$ cat config.mk
export PLATFORM = sky130hd
export DESIGN_NAME = pwm_fade_ramp_scheduler
export DESIGN_NICKNAME = d
export VERILOG_FILES = /design/src/design/pfrs_pkg.sv /design/src/design/pfrs_div.sv /design/src/design/pfrs_datapath.sv /design/src/design/pfrs_ctrl.sv /design/src/design/pwm_fade_ramp_scheduler.sv
export SDC_FILE = /design/constraint.sdc
export NUM_CORES = 1
export LEC_CHECK = 0
export BUFFER_PORTS_ARGS = -buffer_cell sky130_fd_sc_hd__buf_2
export CAP_MARGIN = 20
export CORE_AREA = 3 3 203 205
export DETAILED_ROUTE_END_ITERATION = 6
export DIE_AREA = 0 0 206 208
export PLACE_DENSITY = 0.87
export SLEW_MARGIN = 15
export SYNTH_ARGS = -nofsm -noshare
export SYNTH_HDL_FRONTEND = slang
export SYNTH_HIERARCHICAL = 1
export SYNTH_SLANG_ARGS = --single-unit
$ cat constraint.sdc
create_clock -name clk -period 19.25 [get_ports clk]
set_input_delay 3.85 -clock clk [delete_from_list [all_inputs] [get_ports clk]]
set_output_delay 3.85 -clock clk [all_outputs]
set_load 0.05 [all_outputs]
$ cat src/design/pfrs_pkg.sv
// Shared types, opcodes and register indexes for the PWM fade ramp scheduler.
package pfrs_pkg;

    localparam int LEVEL_BITS    = 12;
    localparam int TIME_BITS     = 24;
    localparam int PERIOD_BITS   = 16;
    localparam int CFG_IDX_BITS  = 3;
    localparam int CFG_DATA_BITS = TIME_BITS;

    typedef logic [LEVEL_BITS-1:0]  level_t;
    typedef logic [TIME_BITS-1:0]   tval_t;
    typedef logic [PERIOD_BITS-1:0] period_t;

    typedef enum logic [2:0] {
        OP_TICK       = 3'd0,
        OP_SET        = 3'd1,
        OP_FADE_SPEED = 3'd2,
        OP_FADE_TIME  = 3'd3,
        OP_SET_LATER  = 3'd4,
        OP_FADE_LATER = 3'd5,
        OP_STOP       = 3'd6
    } op_t;

    localparam logic [CFG_IDX_BITS-1:0] REG_ON_LEVEL    = 3'd0;
    localparam logic [CFG_IDX_BITS-1:0] REG_OFF_LEVEL   = 3'd1;
    localparam logic [CFG_IDX_BITS-1:0] REG_INIT_LEVEL  = 3'd2;
    localparam logic [CFG_IDX_BITS-1:0] REG_STEP_PERIOD = 3'd3;
    localparam logic [CFG_IDX_BITS-1:0] REG_AUTO_FADE   = 3'd4;

    localparam level_t  ON_LEVEL_RST    = 12'd4095;
    localparam level_t  OFF_LEVEL_RST   = 12'd0;
    localparam level_t  INIT_LEVEL_RST  = 12'd0;
    localparam period_t STEP_PERIOD_RST = 16'd20;
    localparam tval_t   AUTO_FADE_RST   = 24'd1000;

    typedef struct packed {
        logic [2:0] opcode;
        level_t     target_level;
        level_t     step_size;
        tval_t      fade_ms;
        level_t     future_level;
        tval_t      delay_ms;
    } cmd_t;

    typedef struct packed {
        level_t drive_level;
        logic   drive_updated;
        logic   reached;
        logic   is_fading;
        logic   is_waiting;
    } res_t;

    // controller -> datapath
    typedef struct packed {
        logic load_in;
        logic exec;
        logic div_start;
        logic div_sel;      // 0: duration / period, 1: distance / steps
        logic fade_commit;
        logic do_step;
        logic do_drive;
        logic load_out;
    } ctrl_t;

    // datapath -> controller
    typedef struct packed {
        logic is_tick;
        logic dur_fade;
        logic fire_fade;
        logic fade_same;
        logic div_done;
    } status_t;

endpackage

$ cat src/design/pfrs_div.sv
// Restoring divider, one quotient bit per cycle.
module pfrs_div
(
    input  logic                   clk,
    input  logic                   rst_n,
    input  logic                   start,
    input  pfrs_pkg::tval_t        dividend,
    input  pfrs_pkg::tval_t        divisor,
    output pfrs_pkg::tval_t        quotient,
    output logic                   done
);
    import pfrs_pkg::*;

    localparam int W        = TIME_BITS;
    localparam int CNT_BITS = $clog2(W);

    logic                busy_reg, busy_next;
    logic                done_reg, done_next;
    logic [CNT_BITS-1:0] cnt_reg, cnt_next;
    tval_t               rem_reg, rem_next;
    tval_t               quo_reg, quo_next;
    tval_t               dvs_reg, dvs_next;
    logic [W:0]          shifted;
    logic [W:0]          diff;

    assign shifted = {rem_reg, quo_reg[W-1]};
    assign diff    = shifted - {1'b0, dvs_reg};

    always_comb
    begin
        busy_next = busy_reg;
        done_next = 1'b0;
        cnt_next  = cnt_reg;
        rem_next  = rem_reg;
        quo_next  = quo_reg;
        dvs_next  = dvs_reg;
        if (start)
        begin
            busy_next = 1'b1;
            cnt_next  = '0;
            rem_next  = '0;
            quo_next  = dividend;
            dvs_next  = divisor;
        end
        else if (busy_reg)
        begin
            if (!diff[W])
            begin
                rem_next = diff[W-1:0];
                quo_next = {quo_reg[W-2:0], 1'b1};
            end
            else
            begin
                rem_next = shifted[W-1:0];
                quo_next = {quo_reg[W-2:0], 1'b0};
            end
            cnt_next = cnt_reg + 1'b1;
            if (cnt_reg == CNT_BITS'(W - 1))
            begin
                busy_next = 1'b0;
                done_next = 1'b1;
            end
        end
    end

    always_ff @(posedge clk or negedge rst_n)
    begin
        if (!rst_n)
        begin
            busy_reg <= 1'b0;
            done_reg <= 1'b0;
            cnt_reg  <= '0;
        end
        else
        begin
            busy_reg <= busy_next;
            done_reg <= done_next;
            cnt_reg  <= cnt_next;
        end
    end

    always_ff @(posedge clk)
    begin
        rem_reg <= rem_next;
        quo_reg <= quo_next;
        dvs_reg <= dvs_next;
    end

    assign quotient = quo_reg;
    assign done     = done_reg;

endmodule

$ cat src/design/pfrs_datapath.sv
// Datapath: configuration, fade/wait state, step arithmetic, divider, result register.
module pfrs_datapath
(
    input  logic                                  clk,
    input  logic                                  rst_n,
    input  logic                                  cfg_we,
    input  logic [pfrs_pkg::CFG_IDX_BITS-1:0]     cfg_index,
    input  logic [pfrs_pkg::CFG_DATA_BITS-1:0]    cfg_data,
    input  pfrs_pkg::cmd_t                        cmd,
    input  pfrs_pkg::ctrl_t                       ctl,
    output pfrs_pkg::status_t                     sts,
    output pfrs_pkg::res_t                        res
);
    import pfrs_pkg::*;

    // configuration
    level_t  on_reg;
    level_t  off_reg;
    period_t period_reg;
    tval_t   auto_reg;

    // item and fade operands
    cmd_t    cmd_reg;
    level_t  aim_op_reg, aim_op_next;
    tval_t   dur_op_reg, dur_op_next;
    res_t    res_reg;

    // block state
    level_t  cur_reg, cur_next;
    level_t  drv_reg, drv_next;
    level_t  aim_reg, aim_next;
    level_t  fstep_reg, fstep_next;
    logic    fading_reg, fading_next;
    period_t selap_reg, selap_next;
    logic    waiting_reg, waiting_next;
    tval_t   welap_reg, welap_next;
    tval_t   wlimit_reg, wlimit_next;
    level_t  plevel_reg, plevel_next;
    logic    pfades_reg, pfades_next;
    logic    fresh_reg, fresh_next;
    logic    upd_reg, upd_next;
    logic    rch_reg, rch_next;

    tval_t   welap_inc;
    logic    wait_fire;
    period_t selap_inc;
    logic    step_due;
    level_t  hi_lvl, lo_lvl;
    logic [LEVEL_BITS:0] cur_up, aim_up;
    level_t  stepped, clamped;
    level_t  fade_dist;
    tval_t   period_ext;
    tval_t   quotient;
    tval_t   div_dividend, div_divisor, q_floor;
    logic    div_done;
    logic    is_tick;

    always_ff @(posedge clk or negedge rst_n)
    begin
        if (!rst_n)
        begin
            on_reg     <= ON_LEVEL_RST;
            off_reg    <= OFF_LEVEL_RST;
            period_reg <= STEP_PERIOD_RST;
            auto_reg   <= AUTO_FADE_RST;
        end
        else if (cfg_we)
        begin
            unique case (cfg_index)
                REG_ON_LEVEL:    on_reg     <= cfg_data[LEVEL_BITS-1:0];
                REG_OFF_LEVEL:   off_reg    <= cfg_data[LEVEL_BITS-1:0];
                // init level only matters at reset, and reset restores its default
                REG_INIT_LEVEL:  ;
                REG_STEP_PERIOD: period_reg <= cfg_data[PERIOD_BITS-1:0];
                REG_AUTO_FADE:   auto_reg   <= cfg_data[TIME_BITS-1:0];
                default:         ;
            endcase
        end
    end

    assign is_tick   = (cmd_reg.opcode == OP_TICK);
    assign welap_inc = (welap_reg == '1) ? welap_reg : welap_reg + 1'b1;
    assign wait_fire = waiting_reg && (welap_inc > wlimit_reg);
    assign selap_inc = (selap_reg == '1) ? selap_reg : selap_reg + 1'b1;
    assign step_due  = selap_inc > period_reg;

    // one fade step toward the aim, then clamp between on and off levels
    assign hi_lvl = (on_reg > off_reg) ? on_reg : off_reg;
    assign lo_lvl = (on_reg > off_reg) ? off_reg : on_reg;
    assign cur_up = {1'b0, cur_reg} + {1'b0, fstep_reg};
    assign aim_up = {1'b0, aim_reg} + {1'b0, fstep_reg};

    always_comb
    begin
        if (cur_reg > aim_reg)
            stepped = ({1'b0, cur_reg} > aim_up) ? cur_reg - fstep_reg : aim_reg;
        else
            stepped = (cur_up > {1'b0, aim_reg}) ? aim_reg : cur_up[LEVEL_BITS-1:0];
        if (stepped > hi_lvl)
            clamped = hi_lvl;
        else if (stepped < lo_lvl)
            clamped = lo_lvl;
        else
            clamped = stepped;
    end

    // divider operands
    assign fade_dist    = (aim_op_reg > cur_reg) ? aim_op_reg - cur_reg : cur_reg - aim_op_reg;
    assign period_ext   = (period_reg == '0) ? TIME_BITS'(1) : TIME_BITS'(period_reg);
    assign q_floor      = (quotient == '0) ? TIME_BITS'(1) : quotient;
    assign div_dividend = ctl.div_sel ? TIME_BITS'(fade_dist) : dur_op_reg;
    assign div_divisor  = ctl.div_sel ? q_floor : period_ext;

    pfrs_div u_div
    (
        .clk      (clk),
        .rst_n    (rst_n),
        .start    (ctl.div_start),
        .dividend (div_dividend),
        .divisor  (div_divisor),
        .quotient (quotient),
        .done     (div_done)
    );

    always_comb
    begin
        aim_op_next  = aim_op_reg;
        dur_op_next  = dur_op_reg;
        cur_next     = cur_reg;
        drv_next     = drv_reg;
        aim_next     = aim_reg;
        fstep_next   = fstep_reg;
        fading_next  = fading_reg;
        selap_next   = selap_reg;
        waiting_next = waiting_reg;
        welap_next   = welap_reg;
        wlimit_next  = wlimit_reg;
        plevel_next  = plevel_reg;
        pfades_next  = pfades_reg;
        fresh_next   = fresh_reg;
        upd_next     = upd_reg;
        rch_next     = rch_reg;

        if (ctl.load_in)
        begin
            upd_next   = 1'b0;
            rch_next   = 1'b0;
            fresh_next = 1'b0;
        end

        if (ctl.exec && is_tick)
        begin
            aim_op_next = plevel_reg;
            dur_op_next = auto_reg;
            if (waiting_reg)
            begin
                welap_next = welap_inc;
                if (wait_fire)
                begin
                    waiting_next = 1'b0;
                    fading_next  = 1'b0;
                    if (!pfades_reg)
                        cur_next = plevel_reg;
                end
            end
        end
        else if (ctl.exec)
        begin
            aim_op_next = cmd_reg.target_level;
            dur_op_next = cmd_reg.fade_ms;
            unique case (cmd_reg.opcode)
                OP_SET:
                begin
                    cur_next    = cmd_reg.target_level;
                    fading_next = 1'b0;
                end
                OP_FADE_SPEED:
                begin
                    if (cur_reg != cmd_reg.target_level)
                    begin
                        fstep_next  = cmd_reg.step_size;
                        aim_next    = cmd_reg.target_level;
                        fading_next = 1'b1;
                        selap_next  = '0;
                    end
                end
                OP_SET_LATER, OP_FADE_LATER:
                begin
                    waiting_next = 1'b1;
                    wlimit_next  = cmd_reg.delay_ms;
                    welap_next   = '0;
                    plevel_next  = cmd_reg.future_level;
                    pfades_next  = (cmd_reg.opcode == OP_FADE_LATER);
                    if (cmd_reg.opcode == OP_SET_LATER)
                    begin
                        cur_next    = cmd_reg.target_level;
                        fading_next = 1'b0;
                    end
                end
                OP_STOP:
                begin
                    waiting_next = 1'b0;
                    fading_next  = 1'b0;
                end
                default: ;
            endcase
        end

        if (ctl.fade_commit)
        begin
            fstep_next  = q_floor[LEVEL_BITS-1:0];
            aim_next    = aim_op_reg;
            fading_next = 1'b1;
            selap_next  = '0;
            fresh_next  = 1'b1;
        end

        // a fade started on this tick takes no step yet
        if (ctl.do_step && fading_reg && !fresh_reg)
        begin
            selap_next = step_due ? '0 : selap_inc;
            if (step_due)
                cur_next = clamped;
        end

        if (ctl.do_drive && (drv_reg != cur_reg))
        begin
            drv_next = cur_reg;
            upd_next = 1'b1;
            if (cur_reg == on_reg || cur_reg == off_reg || cur_reg == aim_reg)
            begin
                fading_next = 1'b0;
                rch_next    = 1'b1;
            end
        end
    end

    always_ff @(posedge clk or negedge rst_n)
    begin
        if (!rst_n)
        begin
            cur_reg     <= INIT_LEVEL_RST;
            drv_reg     <= '0;
            aim_reg     <= '0;
            fstep_reg   <= '0;
            fading_reg  <= 1'b0;
            selap_reg   <= '0;
            waiting_reg <= 1'b0;
            welap_reg   <= '0;
            wlimit_reg  <= '0;
            plevel_reg  <= '0;
            pfades_reg  <= 1'b0;
            fresh_reg   <= 1'b0;
            upd_reg     <= 1'b0;
            rch_reg     <= 1'b0;
        end
        else
        begin
            cur_reg     <= cur_next;
            drv_reg     <= drv_next;
            aim_reg     <= aim_next;
            fstep_reg   <= fstep_next;
            fading_reg  <= fading_next;
            selap_reg   <= selap_next;
            waiting_reg <= waiting_next;
            welap_reg   <= welap_next;
            wlimit_reg  <= wlimit_next;
            plevel_reg  <= plevel_next;
            pfades_reg  <= pfades_next;
            fresh_reg   <= fresh_next;
            upd_reg     <= upd_next;
            rch_reg     <= rch_next;
        end
    end

    always_ff @(posedge clk)
    begin
        aim_op_reg <= aim_op_next;
        dur_op_reg <= dur_op_next;
        if (ctl.load_in)
            cmd_reg <= cmd;
        if (ctl.load_out)
            res_reg <= '{drive_level:   drv_reg,
                         drive_updated: upd_reg,
                         reached:       rch_reg,
                         is_fading:     fading_reg,
                         is_waiting:    waiting_reg};
    end

    assign sts.is_tick   = is_tick;
    assign sts.dur_fade  = (cmd_reg.opcode == OP_FADE_TIME) || (cmd_reg.opcode == OP_FADE_LATER);
    assign sts.fire_fade = wait_fire && pfades_reg;
    assign sts.fade_same = (cur_reg == aim_op_reg);
    assign sts.div_done  = div_done;
    assign res           = res_reg;

endmodule

$ cat src/design/pfrs_ctrl.sv
// Controller: sequences each item through the datapath and owns the handshakes.
module pfrs_ctrl
(
    input  logic                 clk,
    input  logic                 rst_n,
    input  logic                 cmd_valid,
    output logic                 cmd_ready,
    output logic                 res_valid,
    input  logic                 res_ready,
    input  pfrs_pkg::status_t    sts,
    output pfrs_pkg::ctrl_t      ctl
);
    import pfrs_pkg::*;

    typedef enum logic [7:0] {
        S_IDLE     = 8'b0000_0001,
        S_EXEC     = 8'b0000_0010,
        S_FADE_CHK = 8'b0000_0100,
        S_DIV1     = 8'b0000_1000,
        S_DIV2     = 8'b0001_0000,
        S_STEP     = 8'b0010_0000,
        S_DRIVE    = 8'b0100_0000,
        S_RESULT   = 8'b1000_0000
    } state_t;

    state_t state_reg, state_next;
    logic   res_valid_reg, res_valid_next;
    logic   out_free;

    assign cmd_ready = (state_reg == S_IDLE);
    assign out_free  = !res_valid_reg || res_ready;

    always_comb
    begin
        state_next     = state_reg;
        res_valid_next = res_valid_reg && !res_ready;
        ctl            = '0;
        ctl.load_in    = cmd_valid && cmd_ready;

        unique case (state_reg)
            S_IDLE:
            begin
                if (cmd_valid)
                    state_next = S_EXEC;
            end
            S_EXEC:
            begin
                ctl.exec = 1'b1;
                if (sts.is_tick)
                    state_next = sts.fire_fade ? S_FADE_CHK : S_STEP;
                else
                    state_next = sts.dur_fade ? S_FADE_CHK : S_RESULT;
            end
            S_FADE_CHK:
            begin
                // aim already equals the level: no fade
                if (sts.fade_same)
                    state_next = sts.is_tick ? S_STEP : S_RESULT;
                else
                begin
                    ctl.div_start = 1'b1;
                    state_next    = S_DIV1;
                end
            end
            S_DIV1:
            begin
                if (sts.div_done)
                begin
                    ctl.div_start = 1'b1;
                    ctl.div_sel   = 1'b1;
                    state_next    = S_DIV2;
                end
            end
            S_DIV2:
            begin
                if (sts.div_done)
                begin
                    ctl.fade_commit = 1'b1;
                    state_next      = sts.is_tick ? S_STEP : S_RESULT;
                end
            end
            S_STEP:
            begin
                ctl.do_step = 1'b1;
                state_next  = S_DRIVE;
            end
            S_DRIVE:
            begin
                ctl.do_drive = 1'b1;
                state_next   = S_RESULT;
            end
            S_RESULT:
            begin
                if (out_free)
                begin
                    ctl.load_out   = 1'b1;
                    res_valid_next = 1'b1;
                    state_next     = S_IDLE;
                end
            end
            default:
            begin
                state_next = S_IDLE;
            end
        endcase
    end

    always_ff @(posedge clk or negedge rst_n)
    begin
        if (!rst_n)
        begin
            state_reg     <= S_IDLE;
            res_valid_reg <= 1'b0;
        end
        else
        begin
            state_reg     <= state_next;
            res_valid_reg <= res_valid_next;
        end
    end

    assign res_valid = res_valid_reg;

endmodule

$ cat src/design/pwm_fade_ramp_scheduler.sv
// Top level of the PWM fade ramp scheduler: controller plus datapath.
// Sequence: a command goes exec then result; a tick exec, step, drive, result.
// A duration fade (command, or a fading change that fires on a tick) adds two
// passes of the shared bit-serial divider. Throughput: one item at a time; the
// next transfer is taken once the result sits in the output register. Reset:
// asynchronous, active low, state levels, flags and counters cleared,
// configuration back to its defaults.
module pwm_fade_ramp_scheduler
(
    input  logic                                  clk,
    input  logic                                  rst_n,
    input  logic                                  cfg_we,
    input  logic [pfrs_pkg::CFG_IDX_BITS-1:0]     cfg_index,
    input  logic [pfrs_pkg::CFG_DATA_BITS-1:0]    cfg_data,
    input  logic                                  cmd_valid,
    output logic                                  cmd_ready,
    input  pfrs_pkg::cmd_t                        cmd,
    output logic                                  res_valid,
    input  logic                                  res_ready,
    output pfrs_pkg::res_t                        res
);
    import pfrs_pkg::*;

    ctrl_t   ctl;
    status_t sts;

    pfrs_ctrl u_ctrl
    (
        .clk       (clk),
        .rst_n     (rst_n),
        .cmd_valid (cmd_valid),
        .cmd_ready (cmd_ready),
        .res_valid (res_valid),
        .res_ready (res_ready),
        .sts       (sts),
        .ctl       (ctl)
    );

    pfrs_datapath u_dp
    (
        .clk       (clk),
        .rst_n     (rst_n),
        .cfg_we    (cfg_we),
        .cfg_index (cfg_index),
        .cfg_data  (cfg_data),
        .cmd       (cmd),
        .ctl       (ctl),
        .sts       (sts),
        .res       (res)
    );

endmodule

==> results of run 1 <==
[placed cells by master, fill, tap and decap left out, types with 9 or more instances in the layout]
cell,instances
mux2i_1,74
nor2b_1,42
buf_2,135
nand2_1,157
ha_1,196
and4_1,10
nand2b_1,32
o21a_1,16
a222oi_1,13
xnor2_1,69
a311oi_1,9
o211ai_1,13
a211oi_1,28
dfxtp_1,24
dfrtp_1,189
mux2_2,180
clkbuf_1,9
nor4_1,26
o31ai_1,22
a21oi_1,91
nand4_1,41
nand3_1,65
nor2_1,124
o21ai_0,131
a31oi_1,11
clkbuf_16,45
a21o_1,35
and3_1,18
dfstp_2,21
xor2_1,70
inv_1,177
buf_4,21
nor3_1,27
edfxtp_1,187
and2_1,20
[through the flow]
stage	setup slack (ns)	hold WS (ns)	instances	total power, uW
global route	10.98	0.471	3071	5120
global placement	11.88	0.435	2986	3770
detailed placement	11.71	0.451	2986	3840
finish	11.46	0.462	3073	4810
floorplan	13.05	0.423	2412	3190
CTS	11.63	0.467	3070	4770
[power by group]
part           internal [uW]  switching, uW  total [uW]
registers               1200            245        1440
logic                   1020           1450        2470
clock network            539            365         903
total                   2760           2060        4810
[layout make-up]
class | instances | share of cell area (%)
Multi-Input combinational cell | 1706 | 46.8
Tap cell | 525 | 2.31
Clock buffer | 57 | 4.23
Antenna cell | 2 | 0.0176
Timing Repair Buffer | 158 | 3.06
Clock inverter | 27 | 1.18
Sequential cell | 421 | 40.1
Inverter | 177 | 2.34
[critical path, delay by kind of cell, from the launching register on]
family / cells / cell delay [ns]
AOI/OAI and AO/OA: 15 / 3.99
xor gates and xnor gates: 1 / 0.13
adders and majority gates: 3 / 0.99
buffers and inverters: 1 / 0.15
DFF: 1 / 0.41
muxes: 2 / 0.78
and+or+nand+nor: 7 / 1.25
[cell families (layout without fill, tap and decap cells)]
| logic type | Yosys count | in the layout |
|---|---|---|
| AOI/OAI and AO/OA | 491 | 491 |
| xor gates and xnor gates | 139 | 139 |
| adders and majority gates | 202 | 202 |
| buffers and inverters | 285 | 419 |
| DFF | 421 | 421 |
| muxes | 254 | 254 |
| other | 0 | 2 |
| and+or+nand+nor | 620 | 620 |
[per-layer routing]
metal,wire length [um],track usage (%)
met1,28600,44.5
met2,33900,54.2
met3,5720,5.68
met4,2910,13.6
met5,0,0
[worst max-delay path by stage]
stage	cells past startpoint	start	endpoint	slack (ns)
detailed placement	29	u_dp/aim_reg[1]$_DFFE_PN0P_	u_dp/cur_reg[8]$_DFF_PN0_	11.71
CTS	29	u_dp/aim_reg[1]$_DFFE_PN0P_	u_dp/cur_reg[8]$_DFF_PN0_	11.63
global route	29	u_dp/aim_reg[1]$_DFFE_PN0P_	u_dp/cur_reg[8]$_DFF_PN0_	10.98
finish	29	u_dp/aim_reg[1]$_DFFE_PN0P_	u_dp/cur_reg[8]$_DFF_PN0_	11.46
global placement	29	u_dp/aim_reg[1]$_DFFE_PN0P_	u_dp/cur_reg[8]$_DFF_PN0_	11.88
floorplan	30	u_dp/aim_reg[1]$_DFFE_PN0P_	u_dp/cur_reg[1]$_DFF_PN0_	13.05
==> flow_summary.toml, run 1 <==
[status]
outcome = "completed"

[timing]
finClkSkew_ns = 0.0210
rsz0062_at_grt = "false"
worst_slew_pin_slew_ns = 1.07
fmax_ghz = 0.128
report.final.slew_viol_count = 0
slew_headroom_pct = 28.2
setup_tns_ns = 0
setup_viol = 0
period_minus_slack_ns = 7.79
final_hold_viol_count = 0
timing.final.crit_share_pct = 40.5

[setup_path]
reg2reg_to = "u_dp/cur_reg[8]$_DFF_PN0_"
required_ns = 19.73
max_stage_delay_ns = 0.58
cp-start-kind = "flip-flop"
cp_slowest_cell = "o211ai_2"
r2r_setup_slack_ns = 11.46
cp-end-kind = "flip-flop"
r2r_start = "u_dp/aim_reg[1]$_DFFE_PN0P_"
critical_path_arrival_ns = 8.27
crit_type = "flip-flop to flip-flop"
path_max_fanout = 16
r2r_cells = 29

[global_route]
grt_pass1_vias = 20346
antenna_found_initial = 1
grt_overflow = 0
grt_pass1_wl_um = 112000
grt_max_degree = 94
grt_usage_pct = 33.3

[routing]
wirelength_um = 71200
ant_nets = 0
dr.pass1.iters = 6
drt_iter0_markers = 2089
drc = 0
via_count = 19904
drt-vias-per-instance = 6.48
wl_per_cell_um = 23.2

[placed_design]
numPortBuffers = 136
place_area_um2 = 26800
place_hpwl_um = 50900
place_congestion = 1.02

[synthesis]
avgSynthCellArea_um2 = 10.7
syn-instance-count = 2412
yosys_warnings = 6
synth_area_leaders = "edfxtp_1, dfrtp_1, ha_1"
synthesis.area_um2 = 25700
synth_xor_area_share_pct = 4.73
yosysMostFrequentCell = "ha_1"
ys_ff_latch = 421
synth_edf_count = 187
synth_top_area_share_pct = 21.8
synth_top_area_cell = "edfxtp_1"
synth_compound_area_share_pct = 13.2
synth-simple-area-share_pct = 12.6
synth_top_family_by_area = "compound AO/OA/AOI/OAI gates"
ys_seq_area_share_pct = 44.2
synth.area.mux_share_pct = 10.8
ys_types = 101
synth_nets = 2733
synth_ff_type = "dfrtp_1"
async_flop_share_pct = 49.9
synth_fa_ha_area_share_pct = 10.0
synth_top_cells_by_count = "ha_1, dfrtp_1, edfxtp_1"

[clock_network]
ctsResizeCount = 0
post_cts_buffers = 0
cts_tree = "built"
cts_max_level = 2
clock_latency_ns = 0.59
hold_buffers = 0
path_clk_slew_ns = 0.06
clock_sinks = 421
ctsLongestPathBuffers = 3
numCtsBuffers = 45
cts-root-buf = "clkbuf_16"

[worst_hold_path]
hold_class = "flip-flop to flip-flop"
whs_endpoint = "u_dp/res[3]$_DFFE_PP_"
holdPathStages = 0
hp-start = "u_dp/upd_reg$_DFFE_PN0P_"

[flow_run]
drv_cap = 0

[power]
vdd_ir_drop_max_mv = 0.110
power_density_nw_per_um2 = 170
p_leak_uw = 0.0123

[layout]
synthToLayoutAreaGrowth_pct = 10.3
stdcell_area_um2 = 28400
fillers = 2791
final_nets = 2830
finalCoreUtilization_pct = 71.6
seq_area_um2 = 11400
multi_input_area_um2 = 13300
drive_above_1_share_pct = 19.0
largest_reg_flops = 87

[floorplan]
start_util_pct = 64.9
coreArea_um2 = 39600
die-area_um2 = 42800
ios = 137
fp-row-count = 73
fp.dieW_um = 206
chipHeight_um = 208
Power figures use the tool's default switching activity.
==> inputs of run 2 (changes only) <==
- CORE_AREA: 3 3 203 205 -> 3 3 219 221
- DIE_AREA: 0 0 206 208 -> 0 0 222 224
- PLACE_DENSITY: 0.87 -> 0.79
- clock period: 19.25 -> 6.4 ns (I/O delays scaled with it)
==> run 2 against run 1 <==
The flow now finishes with violations (DRC). Fmax grew 22%. Sequential share of layout area is 1.7 points lower. Cell area is 4.3% higher. Worst hold slack lost 0.0016 ns. Flip-flop and latch count unchanged. First-iteration DRC count is 15% lower. Combinational power rose to 3.8 times the previous value. Global-route usage is 4.3 points lower. Critical path depth up 4. Die area rose by 16%. Clock skew shrank 0.0079 ns. Register-to-register slack got worse by 11 ns. Largest power group unchanged.
==> flow_summary.toml, run 2 (same netlist as run 1, synthesis figures left out) <==
[status]
outcome = "finished, violations left"
violations = "DRC"

[timing]
fmax_ghz = 0.156
report.final.slew_viol_count = 0
setup_viol = 0
slew_headroom_pct = 26.5
final_hold_viol_count = 0
period_minus_slack_ns = 6.39
setup_tns_ns = 0
timing.final.crit_share_pct = 99.9
finClkSkew_ns = 0.0131
rsz0062_at_grt = "true"
worst_slew_pin_slew_ns = 1.10

[clock_network]
path_clk_slew_ns = 0.06
cts_tree = "built"
hold_buffers = 0
clock_sinks = 421
cts_max_level = 2
numCtsBuffers = 46
clock_latency_ns = 0.59
ctsLongestPathBuffers = 3
cts-root-buf = "clkbuf_16"

[routing]
drt-vias-per-instance = 6.18
wl_per_cell_um = 22.8
drt_iter0_markers = 1783
dr.pass1.iters = 7
ant_nets = 0
drc = 2
wirelength_um = 74000
via_count = 20093

[placed_design]
dp.cells = 3145
numPortBuffers = 136
place_area_um2 = 27500
place_hpwl_um = 53400
place_congestion = 0.975

[layout]
multi_input_area_um2 = 13600
stdcell_area_um2 = 29600
seq_area_um2 = 11400
final_common_cell = "ha_1"
drive_above_1_share_pct = 23.9
antenna_cells = 0
finalCoreUtilization_pct = 63.9
fin_cells = 3251
final_cell_mix = "ha_1, dfrtp_1, edfxtp_1"
synthToLayoutAreaGrowth_pct = 15.0
fillers = 3553
final_nets = 2927
largest_reg_flops = 87

[global_route]
grt_overflow = 0
grt_pass1_wl_um = 113000
grt_max_degree = 181
antenna_found_initial = 1
grt_pass1_vias = 19690
grt_usage_pct = 29.0

[setup_path]
cp-end-kind = "flip-flop"
crit_path_frequent_cell = "ha_1"
path_max_fanout = 8
cp-start-kind = "flip-flop"
r2r_cells = 33
critical_path_arrival_ns = 6.86
reg2reg_to = "u_dp/cur_reg[2]$_DFF_PN0_"
setup.worst_path.start = "u_dp/fstep_reg[1]$_DFFE_PN0P_"
r2r_setup_slack_ns = 0.008
r2r_start = "u_dp/fstep_reg[1]$_DFFE_PN0P_"
required_ns = 6.86
crit_type = "flip-flop to flip-flop"
critical-path-top-delay-family = "compound AO/OA/AOI/OAI gates"
max_stage_delay_ns = 0.39
cp_slowest_cell = "dfrtp_1"
crit_buf_inv = 5

[worst_hold_path]
hp-start = "u_dp/upd_reg$_DFFE_PN0P_"
holdPathStages = 0
hold_class = "flip-flop to flip-flop"
whs_endpoint = "u_dp/res[3]$_DFFE_PP_"

[power]
vdd_ir_drop_max_mv = 0.402
power_density_nw_per_um2 = 558
p_leak_uw = 0.0129

[floorplan]
fp-row-count = 79
ios = 137
coreArea_um2 = 46400
start_util_pct = 55.5
die-area_um2 = 49700
fp.dieW_um = 222
chipHeight_um = 224

[flow_run]
drv_cap = 0
## run 2: how the worst max path moves through the flow
stage | end | slack (ns) | depth (start not counted)
floorplan | u_dp/cur_reg[1]$_DFF_PN0_ | 0.20 | 30
global placement | u_dp/cur_reg[8]$_DFF_PN0_ | -0.18 | 32
detailed placement | u_dp/cur_reg[8]$_DFF_PN0_ | -0.40 | 32
CTS | u_dp/cur_reg[5]$_DFF_PN0_ | 0.001 | 33
global route | u_dp/cur_reg[5]$_DFF_PN0_ | -0.30 | 33
finish | u_dp/cur_reg[2]$_DFF_PN0_ | 0.008 | 33
## run 2: area by class of cell
type,instances,share of cell area (%)
Clock buffer,58,4.07
Multi-Input combinational cell,1706,45.8
Clock inverter,28,1.26
Sequential cell,421,38.4
Timing Repair Buffer,254,5.55
Tap cell,607,2.57
Inverter,177,2.26
## run 2: routing by layer
| metal | global-route usage (%) | part of all wire, % | vias up | routed length, um |
|---|---|---|---|---|
| met4 | 9.60 | 3.3 | 2 | 2420 |
| met3 | 4.44 | 6.6 | 150 | 4880 |
| li1 | - | - | 9220 | - |
| met2 | 48.1 | 47 | 838 | 34900 |
| met1 | 39.5 | 43 | 9883 | 31800 |
| met5 | 0 | 0.018 | - | 13 |
## run 2: through the flow
step	power [uW]	worst slack, ns	hold slack [ns]
detailed placement	12400	-0.396	0.436
finish	16500	0.00785	0.461
CTS	16000	0.00103	0.450
global placement	12200	-0.183	0.434
floorplan	9610	0.198	0.423
global route	17500	-0.304	0.454
## run 2: worst register-to-register path, delay by kind of cell, from the launching register on
family	cells	cell delay, ns
flops	1	0.39
compound gates	16	2.98
xor+xnor	1	0.12
simple gates	6	0.59
mux	2	0.56
fa+ha+maj	3	0.92
buf+inv	5	0.69
## run 2: report_power, final
group | switching (uW) | internal (uW) | total [uW] | leakage, uW
clock network | 1140 | 1640 | 2780 | 0.000771
registers | 640 | 3610 | 4250 | 0.00461
logic | 5130 | 4370 | 9490 | 0.00749
## run 2: what timing repair did
item	CTS	global route
resized for setup	45	28
pin swaps	25	27
gates cloned	0	0
setup buffers	16	3
setup endpoints to repair	11	12
